--- src/sv/trc_pkg.sv ---
// trc_pkg: shared types and constants for the thermostat relay controller
// used by the channel interfaces, the condition decoder and the top level
// no dependencies

package trc_pkg;

    // field and register widths
    localparam int TEMP_WIDTH      = 16;
    localparam int DELAY_WIDTH     = 24;
    localparam int CFG_DATA_WIDTH  = 24;
    localparam int CFG_INDEX_WIDTH = 3;
    localparam int CODE_WIDTH      = 2;

    typedef logic signed [TEMP_WIDTH-1:0] temp_t;
    typedef logic [DELAY_WIDTH-1:0]       delay_t;
    typedef logic [CODE_WIDTH-1:0]        code_t;

    // configuration register indexes
    typedef enum logic [CFG_INDEX_WIDTH-1:0] {
        CFG_ON_THRESHOLD     = 3'd0,
        CFG_OFF_THRESHOLD    = 3'd1,
        CFG_CONTROL_MODE     = 3'd2,
        CFG_ON_DELAY_TICKS   = 3'd3,
        CFG_OFF_DELAY_TICKS  = 3'd4,
        CFG_ON_DELAY_ENABLE  = 3'd5,
        CFG_OFF_DELAY_ENABLE = 3'd6
    } cfg_index_t;

    // control modes
    typedef enum logic [1:0] {
        MODE_HEAT    = 2'd0,
        MODE_COOL    = 2'd1,
        MODE_INSIDE  = 2'd2,
        MODE_OUTSIDE = 2'd3
    } mode_t;

    // decided state, one-hot
    typedef enum logic [2:0] {
        ST_OFF       = 3'b001,
        ST_ON        = 3'b010,
        ST_UNDECIDED = 3'b100
    } state_t;

    // reported state codes
    localparam code_t ACTIVE_OFF       = 2'd0;
    localparam code_t ACTIVE_ON        = 2'd1;
    localparam code_t ACTIVE_UNDECIDED = 2'd2;

    // switch conditions from the decoder
    typedef struct packed {
        logic want_on;
        logic want_off;
    } want_t;

endpackage

--- src/sv/trc_in_if.sv ---
// trc_in_if: tick channel into the controller (valid/ready plus payload)
// depends on trc_pkg

interface trc_in_if;
    logic           valid;
    logic           ready;
    trc_pkg::temp_t temperature;
    logic           evaluate;
    logic           force_off;

    modport source (output valid, output temperature, output evaluate, output force_off,
                    input ready);
    modport sink   (input valid, input temperature, input evaluate, input force_off,
                    output ready);
endinterface

--- src/sv/trc_out_if.sv ---
// trc_out_if: result channel out of the controller (valid/ready plus payload)
// depends on trc_pkg

interface trc_out_if;
    logic           valid;
    logic           ready;
    logic           relay_on;
    trc_pkg::code_t active_code;

    modport source (output valid, output relay_on, output active_code, input ready);
    modport sink   (input valid, input relay_on, input active_code, output ready);
endinterface

--- src/sv/trc_decide.sv ---
// trc_decide: switch-on and switch-off conditions from temperature and thresholds
// depends on trc_pkg

module trc_decide (
    input  trc_pkg::temp_t temperature,
    input  trc_pkg::temp_t on_threshold,
    input  trc_pkg::temp_t off_threshold,
    input  trc_pkg::mode_t control_mode,
    output trc_pkg::want_t want
);

    logic outside;

    // above both thresholds or below both
    assign outside = ((temperature > on_threshold) && (temperature > off_threshold)) ||
                     ((temperature < on_threshold) && (temperature < off_threshold));

    // per-mode conditions
    always_comb
    begin
        unique case (control_mode)
            trc_pkg::MODE_HEAT:
            begin
                want.want_on  = (temperature <= on_threshold);
                want.want_off = (temperature >= off_threshold);
            end
            trc_pkg::MODE_COOL:
            begin
                want.want_on  = (temperature >= on_threshold);
                want.want_off = (temperature <= off_threshold);
            end
            trc_pkg::MODE_INSIDE:
            begin
                want.want_on  = !outside;
                want.want_off = outside;
            end
            trc_pkg::MODE_OUTSIDE:
            begin
                want.want_on  = outside;
                want.want_off = !outside;
            end
            default:
            begin
                want.want_on  = 1'b0;
                want.want_off = 1'b0;
            end
        endcase
    end

endmodule

--- src/sv/thermostat_relay_controller_unit.sv ---
// thermostat_relay_controller_unit: hysteresis thermostat with delayed relay drive
// depends on trc_pkg, trc_in_if, trc_out_if and trc_decide
//
// usage
// - in_ch carries one tick per transaction: temperature, evaluate, force_off
// - out_ch returns one transaction per tick: relay_on and active_code after it
// - cfg_write_en / cfg_index / cfg_data write the seven settings; write only
//   while no tick is in flight
// - the result is registered: a tick accepted at a clock edge shows its result
//   from the next cycle on
// - throughput is one tick per cycle; the result registers double as the
//   controller state, so a tick is taken whenever the result slot is empty
//   or being drained in the same cycle
// - when the receiver stalls, the pending result holds and in_ch.ready drops
//   until it is taken
// - reset clears all settings to zero, the decided state to undecided, both
//   delay counters to zero and opens the relay; no result is pending

module thermostat_relay_controller_unit (
    input  logic                                 clk,
    input  logic                                 rst_n,
    trc_in_if.sink                               in_ch,
    trc_out_if.source                            out_ch,
    input  logic                                 cfg_write_en,
    input  logic [trc_pkg::CFG_INDEX_WIDTH-1:0]  cfg_index,
    input  logic [trc_pkg::CFG_DATA_WIDTH-1:0]   cfg_data
);

    // configuration registers
    trc_pkg::temp_t  on_threshold_reg;
    trc_pkg::temp_t  off_threshold_reg;
    trc_pkg::mode_t  control_mode_reg;
    trc_pkg::delay_t on_delay_ticks_reg;
    trc_pkg::delay_t off_delay_ticks_reg;
    logic            on_delay_enable_reg;
    logic            off_delay_enable_reg;

    // controller state
    trc_pkg::state_t state_reg,     state_next;
    trc_pkg::delay_t on_count_reg,  on_count_next;
    trc_pkg::delay_t off_count_reg, off_count_next;
    logic            relay_reg,     relay_next;
    logic            out_valid_reg;

    logic            accept;
    trc_pkg::want_t  want;
    trc_pkg::state_t state_mid;
    trc_pkg::delay_t on_count_adv;
    trc_pkg::delay_t off_count_adv;

    // configuration writes
    always_ff @(posedge clk or negedge rst_n)
    begin
        if (!rst_n)
        begin
            on_threshold_reg     <= '0;
            off_threshold_reg    <= '0;
            control_mode_reg     <= trc_pkg::MODE_HEAT;
            on_delay_ticks_reg   <= '0;
            off_delay_ticks_reg  <= '0;
            on_delay_enable_reg  <= 1'b0;
            off_delay_enable_reg <= 1'b0;
        end
        else if (cfg_write_en)
        begin
            unique case (trc_pkg::cfg_index_t'(cfg_index))
                trc_pkg::CFG_ON_THRESHOLD:
                    on_threshold_reg <= trc_pkg::temp_t'(cfg_data[trc_pkg::TEMP_WIDTH-1:0]);
                trc_pkg::CFG_OFF_THRESHOLD:
                    off_threshold_reg <= trc_pkg::temp_t'(cfg_data[trc_pkg::TEMP_WIDTH-1:0]);
                trc_pkg::CFG_CONTROL_MODE:
                    control_mode_reg <= trc_pkg::mode_t'(cfg_data[1:0]);
                trc_pkg::CFG_ON_DELAY_TICKS:
                    on_delay_ticks_reg <= trc_pkg::DELAY_WIDTH'(cfg_data);
                trc_pkg::CFG_OFF_DELAY_TICKS:
                    off_delay_ticks_reg <= trc_pkg::DELAY_WIDTH'(cfg_data);
                trc_pkg::CFG_ON_DELAY_ENABLE:
                    on_delay_enable_reg <= cfg_data[0];
                trc_pkg::CFG_OFF_DELAY_ENABLE:
                    off_delay_enable_reg <= cfg_data[0];
                default:
                    ;
            endcase
        end
    end

    // handshake: take a tick when the result slot is free or draining
    assign in_ch.ready = !out_valid_reg || out_ch.ready;
    assign accept      = in_ch.valid && in_ch.ready;

    trc_decide u_decide (
        .temperature   (in_ch.temperature),
        .on_threshold  (on_threshold_reg),
        .off_threshold (off_threshold_reg),
        .control_mode  (control_mode_reg),
        .want          (want)
    );

    // saturating delay counters
    assign on_count_adv  = (on_count_reg < on_delay_ticks_reg) ?
                           on_count_reg + 1'b1 : on_count_reg;
    assign off_count_adv = (off_count_reg < off_delay_ticks_reg) ?
                           off_count_reg + 1'b1 : off_count_reg;

    // per-tick decision and relay update
    always_comb
    begin
        state_mid      = state_reg;
        state_next     = state_reg;
        on_count_next  = on_count_adv;
        off_count_next = off_count_adv;
        relay_next     = relay_reg;
        if (in_ch.force_off)
        begin
            relay_next = 1'b0;
        end
        else if (in_ch.evaluate)
        begin
            if (want.want_on && (state_reg != trc_pkg::ST_ON))
            begin
                state_mid     = trc_pkg::ST_ON;
                on_count_next = on_delay_enable_reg ? '0 : on_delay_ticks_reg;
            end
            state_next = state_mid;
            if (want.want_off && (state_mid != trc_pkg::ST_OFF))
            begin
                state_next     = trc_pkg::ST_OFF;
                off_count_next = off_delay_enable_reg ? '0 : off_delay_ticks_reg;
            end
            if ((on_count_next >= on_delay_ticks_reg) && (state_next == trc_pkg::ST_ON))
                relay_next = 1'b1;
            if ((off_count_next >= off_delay_ticks_reg) && (state_next == trc_pkg::ST_OFF))
                relay_next = 1'b0;
        end
    end

    // state and result registers
    always_ff @(posedge clk or negedge rst_n)
    begin
        if (!rst_n)
        begin
            state_reg     <= trc_pkg::ST_UNDECIDED;
            on_count_reg  <= '0;
            off_count_reg <= '0;
            relay_reg     <= 1'b0;
            out_valid_reg <= 1'b0;
        end
        else
        begin
            if (accept)
            begin
                state_reg     <= state_next;
                on_count_reg  <= on_count_next;
                off_count_reg <= off_count_next;
                relay_reg     <= relay_next;
                out_valid_reg <= 1'b1;
            end
            else if (out_ch.ready)
            begin
                out_valid_reg <= 1'b0;
            end
        end
    end

    // result payload
    always_comb
    begin
        unique case (state_reg)
            trc_pkg::ST_OFF:       out_ch.active_code = trc_pkg::ACTIVE_OFF;
            trc_pkg::ST_ON:        out_ch.active_code = trc_pkg::ACTIVE_ON;
            trc_pkg::ST_UNDECIDED: out_ch.active_code = trc_pkg::ACTIVE_UNDECIDED;
            default:               out_ch.active_code = trc_pkg::ACTIVE_UNDECIDED;
        endcase
    end

    assign out_ch.valid    = out_valid_reg;
    assign out_ch.relay_on = relay_reg;

    // every accepted tick leaves a result pending
    a_accept_gives_result: assert property (@(posedge clk) disable iff (!rst_n)
        accept |=> out_valid_reg)
        else $error("accepted tick left no pending result");

    // relay only closes while the decided state is on
    a_relay_close_on: assert property (@(posedge clk) disable iff (!rst_n)
        $rose(relay_reg) |-> (state_reg == trc_pkg::ST_ON))
        else $error("relay closed outside the on state");

    // once decided, the state never returns to undecided
    a_no_return_undecided: assert property (@(posedge clk) disable iff (!rst_n)
        (state_reg != trc_pkg::ST_UNDECIDED) |=> (state_reg != trc_pkg::ST_UNDECIDED))
        else $error("decided state returned to undecided");

    // state changes only with an accepted tick
    a_state_needs_tick: assert property (@(posedge clk) disable iff (!rst_n)
        !accept |=> $stable(state_reg) && $stable(relay_reg))
        else $error("state changed without a transaction");

endmodule
--- src/flat_wrapper.sv ---
// flat-port wrapper written by rule: the top's interface ports become plain ports
module thermostat_relay_controller_unit_flat 
  (clk, rst_n, cfg_write_en, cfg_index, cfg_data, in_ch_valid, in_ch_temperature, in_ch_evaluate, in_ch_force_off, in_ch_ready, out_ch_valid, out_ch_relay_on, out_ch_active_code, out_ch_ready);
  trc_in_if in_ch_i ();
  trc_out_if out_ch_i ();
  input  logic clk;
  input  logic rst_n;
  input  logic cfg_write_en;
  input  logic [trc_pkg::CFG_INDEX_WIDTH-1:0] cfg_index;
  input  logic [trc_pkg::CFG_DATA_WIDTH-1:0] cfg_data;
  input wire logic [$bits(in_ch_i.valid)-1:0] in_ch_valid;
  input wire logic [$bits(in_ch_i.temperature)-1:0] in_ch_temperature;
  input wire logic [$bits(in_ch_i.evaluate)-1:0] in_ch_evaluate;
  input wire logic [$bits(in_ch_i.force_off)-1:0] in_ch_force_off;
  output wire logic [$bits(in_ch_i.ready)-1:0] in_ch_ready;
  output wire logic [$bits(out_ch_i.valid)-1:0] out_ch_valid;
  output wire logic [$bits(out_ch_i.relay_on)-1:0] out_ch_relay_on;
  output wire logic [$bits(out_ch_i.active_code)-1:0] out_ch_active_code;
  input wire logic [$bits(out_ch_i.ready)-1:0] out_ch_ready;
  assign in_ch_i.valid = in_ch_valid;
  assign in_ch_i.temperature = in_ch_temperature;
  assign in_ch_i.evaluate = in_ch_evaluate;
  assign in_ch_i.force_off = in_ch_force_off;
  assign in_ch_ready = in_ch_i.ready;
  assign out_ch_valid = out_ch_i.valid;
  assign out_ch_relay_on = out_ch_i.relay_on;
  assign out_ch_active_code = out_ch_i.active_code;
  assign out_ch_i.ready = out_ch_ready;
  thermostat_relay_controller_unit u_core (.clk(clk), .rst_n(rst_n), .in_ch(in_ch_i), .out_ch(out_ch_i), .cfg_write_en(cfg_write_en), .cfg_index(cfg_index), .cfg_data(cfg_data));
endmodule
--- config.mk ---
export PLATFORM = sky130hd
export DESIGN_NAME = thermostat_relay_controller_unit_flat
export DESIGN_NICKNAME = d
export VERILOG_FILES = /design/src/sv/trc_pkg.sv /design/src/sv/trc_in_if.sv /design/src/sv/trc_out_if.sv /design/src/sv/trc_decide.sv /design/src/sv/thermostat_relay_controller_unit.sv /design/src/flat_wrapper.sv
export SDC_FILE = /design/constraint.sdc
export NUM_CORES = 1
export LEC_CHECK = 0
export ABC_AREA = 1
export BUFFER_PORTS_ARGS = -buffer_cell sky130_fd_sc_hd__buf_2
export CAP_MARGIN = 15
export CORE_MARGIN = 4
export CORE_UTILIZATION = 50
export DETAILED_ROUTE_END_ITERATION = 12
export GPL_ROUTABILITY_DRIVEN = 0
export PLACE_DENSITY = 0.68
export SLEW_MARGIN = 20
export SYNTH_ARGS = -nofsm -noshare
export SYNTH_HDL_FRONTEND = slang
export SYNTH_SLANG_ARGS = --single-unit
--- constraint.sdc ---
create_clock -name clk -period 8.3 [get_ports clk]
set_clock_uncertainty 0.15 [all_clocks]
set_input_delay 0 -clock clk [delete_from_list [all_inputs] [get_ports clk]]
set_output_delay 0 -clock clk [all_outputs]
set_load 0.03 [all_outputs]
==> results.tsv <==
metric	value	unit
die area	25300	µm²
violated checks	hold timing	
Die H	159	µm
TritonCTS Buffers	17	
number of global-route vias before repair	10800	
period utilization	62.7	%
IO buf count	54	
Pleak	6.70	nW
gr usage total	26.0	%
largest net degree at the start of global routing	76	
setup violators final	0	
first-pass GRT wire length	54.3	mm
starting density of the core	50.6	%
CP Data Required Time	8.47	ns
WP data arrival	5.38	ns
Startpoint Class	flop	
EDFF count, synth	0	
DR iter-0 viols	925	
total chip power	4.55	mW
drt wl/cell	15.9	µm
worst-margin pin slew	1.04	ns
critical path class	reg -> reg	
fin. max-slew vios	0	
drt pass-1 iters	6	
Synth async-reset ratio	100	%
status	complete, but fails checks	
share of cells above drive strength 1	6.32	%
Distinct cells, synth	41	
Sink Count	137	
# diodes	0	
fin crit period	5.21	ns
unrepaired setup endpoints after global routing	no	
worst rel slew slack	28.8	%
CP max stage delay	0.83	ns
post-route cell area	12800	µm²
Critical Path Fanout Max	27	
leading post-synthesis cells by cell area	dfrtp_1 30%, nand2_1 17%, ha_1 14%, inv_1 7.3%, o21ai_0 6.7%	
sequential element share of the synthesized area	30.0	%
Cell Area, Synth	11400	µm²
Hold WC Path Type	in -> async	
DPL Wire Length	22.8	mm
DRC violations left	0	
highest-delay cell along the critical path	a2111oi_0	
crit end category	flop	
cell area after placement	11900	µm²
Synth Flop Type	dfrtp_1	
MaxCap Viol Count	0	
clock buffer depth	2	
I/O pin cnt	55	
initial antenna violation count	1	
number of core rows	55	
core area	22600	µm²
setup TNS	0	ns
syn_nets	1866	
Post-Syn Instances	1688	
Synth top area share	29.8	%
Via-to-Cell Ratio	5.49	
CTS HTree Levels	4	
gr ovfl total	0	
post-layout util	56.7	%
Peak VDD IR	0.163	mV
YS warnings	0	
final net count	1920	
Seq cells post-synth	137	
CP most frequent cell	nand2_1	
DRT antenna net count	0	
final wirelength	32.4	mm
leading area contributor after synthesis	dfrtp_1	
Root Driver	clkbuf_16	
hold_ws	-0.00656	ns
CTS tree	built	
Die X	159	µm
Hold Violations, Final	9	
fmax	0.192	GHz
via count	11200	
Mean Syn Cell Area	6.76	µm²
Clock transition at path regs	0.07	ns
PwrDens	355	nW/µm²
Clock Latency Late Sink	0.44	ns
area grow syn2layout	12.2	%
[cell usage after synthesis, types with 22 or more instances]
cell / count
nand2_1: 502
inv_1: 222
o21ai_0: 152
dfrtp_1: 136
nand3_1: 131
ha_1: 128
a21oi_1: 107
nor2_1: 101
clkbuf_1: 49
xor2_1: 31
nor3_1: 26
nand4_1: 22
[worst max-delay path: cells and delay by family (launching register included)]
| kind | cells | cell delay (ns) |
|---|---|---|
| AOI/OAI and AO/OA | 4 | 1.57 |
| adders and majority gates | 2 | 0.53 |
| buffers and inverters | 4 | 0.18 |
| DFF | 1 | 0.36 |
| and+or+nand+nor | 18 | 2.26 |
[final timing paths]
kind,from,endpoint,slack [ns],cells after the start
setup / recovery,u_core.on_threshold_reg[3]$_DFFE_PN0P_,u_core.out_ch.relay_on$_DFFE_PN0P_,3.09,28
hold / removal,rst_n,u_core.off_count_reg[5]$_DFFE_PN0P_,-0.007,2
setup reg to reg,u_core.on_threshold_reg[3]$_DFFE_PN0P_,u_core.out_ch.relay_on$_DFFE_PN0P_,3.09,28
hold reg to reg,u_core.on_delay_ticks_reg[14]$_DFFE_PN0P_,u_core.on_delay_ticks_reg[14]$_DFFE_PN0P_,0.33,2
max in group asynchronous,rst_n,u_core.on_count_reg[23]$_DFFE_PN0P_,6.55,3
min in group clk,in_ch_evaluate,u_core.out_ch.relay_on$_DFFE_PN0P_,0.02,6
[metal layers]
metal / global-route usage [%] / vias up / part of all wire (%)
met1: 34.7 / 5189 / 45
met4: 8.13 / 2 / 2.4
met5: 0 / - / 0.040
li1: - / 5626 / -
met3: 3.52 / 61 / 5.5
met2: 44.0 / 326 / 47
[area by class of cell]
class	count	area [µm²]
clock inverters	14	178
multi-input cells	1265	6880
inverters	224	841
repair buffers	97	684
well taps	285	357
clock buffers	18	429
flip-flops and latches	137	3430
fillers	2218	9770
[placed cells by master, fill, tap and decap left out, drive strengths merged, types with 2 or more instances in the layout]
cell           n
clkinv         4
nand2        507
nor3          28
dfrtp        136
and2           2
a31oi          2
a21oi        109
o221ai         6
o31ai          2
nand4         22
o211ai         2
dlygate4sd3   34
ha           128
inv          230
o21ai        155
clkinvlp       2
o21a           6
xor2          31
buf           63
clkbuf        18
nor2         101
xnor2         12
nor4          11
or2            2
bufinv         2
nand3        133
[repair_timing]
item | in CTS | in global routing
gates resized for setup | 0 | 0
hold buffers | 34 | 0
endpoints found under the hold margin | 161 | 0
buffers inserted | 0 | 0
[stage by stage]
stage,hold slack [ns],std cells,setup slack (ns)
floorplan,-0.446,1688,4.80
global placement,-0.0955,1974,2.94
detailed placement,-0.0937,1974,2.93
CTS,0.00814,2040,2.85
global route,0.0651,2040,2.70
finish,-0.00656,2040,3.09
[power by group]
group,switching (mW),total (mW),internal (mW)
Clock,0.357,0.814,0.457
Combinational,1.67,2.61,0.941
Sequential,0.257,1.12,0.865
Total,2.28,4.55,2.26
[logic make-up after synthesis]
kind of cell | count (synthesis) | share of synthesized area [%]
AO/OA/AOI/OAI | 287 | 13.3
AND/OR/NAND/NOR | 807 | 29.6
XOR/XNOR | 43 | 3.30
buffers and inverters | 286 | 9.72
flip-flops | 137 | 30.0
adder cells (fa/ha/maj) | 128 | 14.0
(Power assumes the default switching activity.)
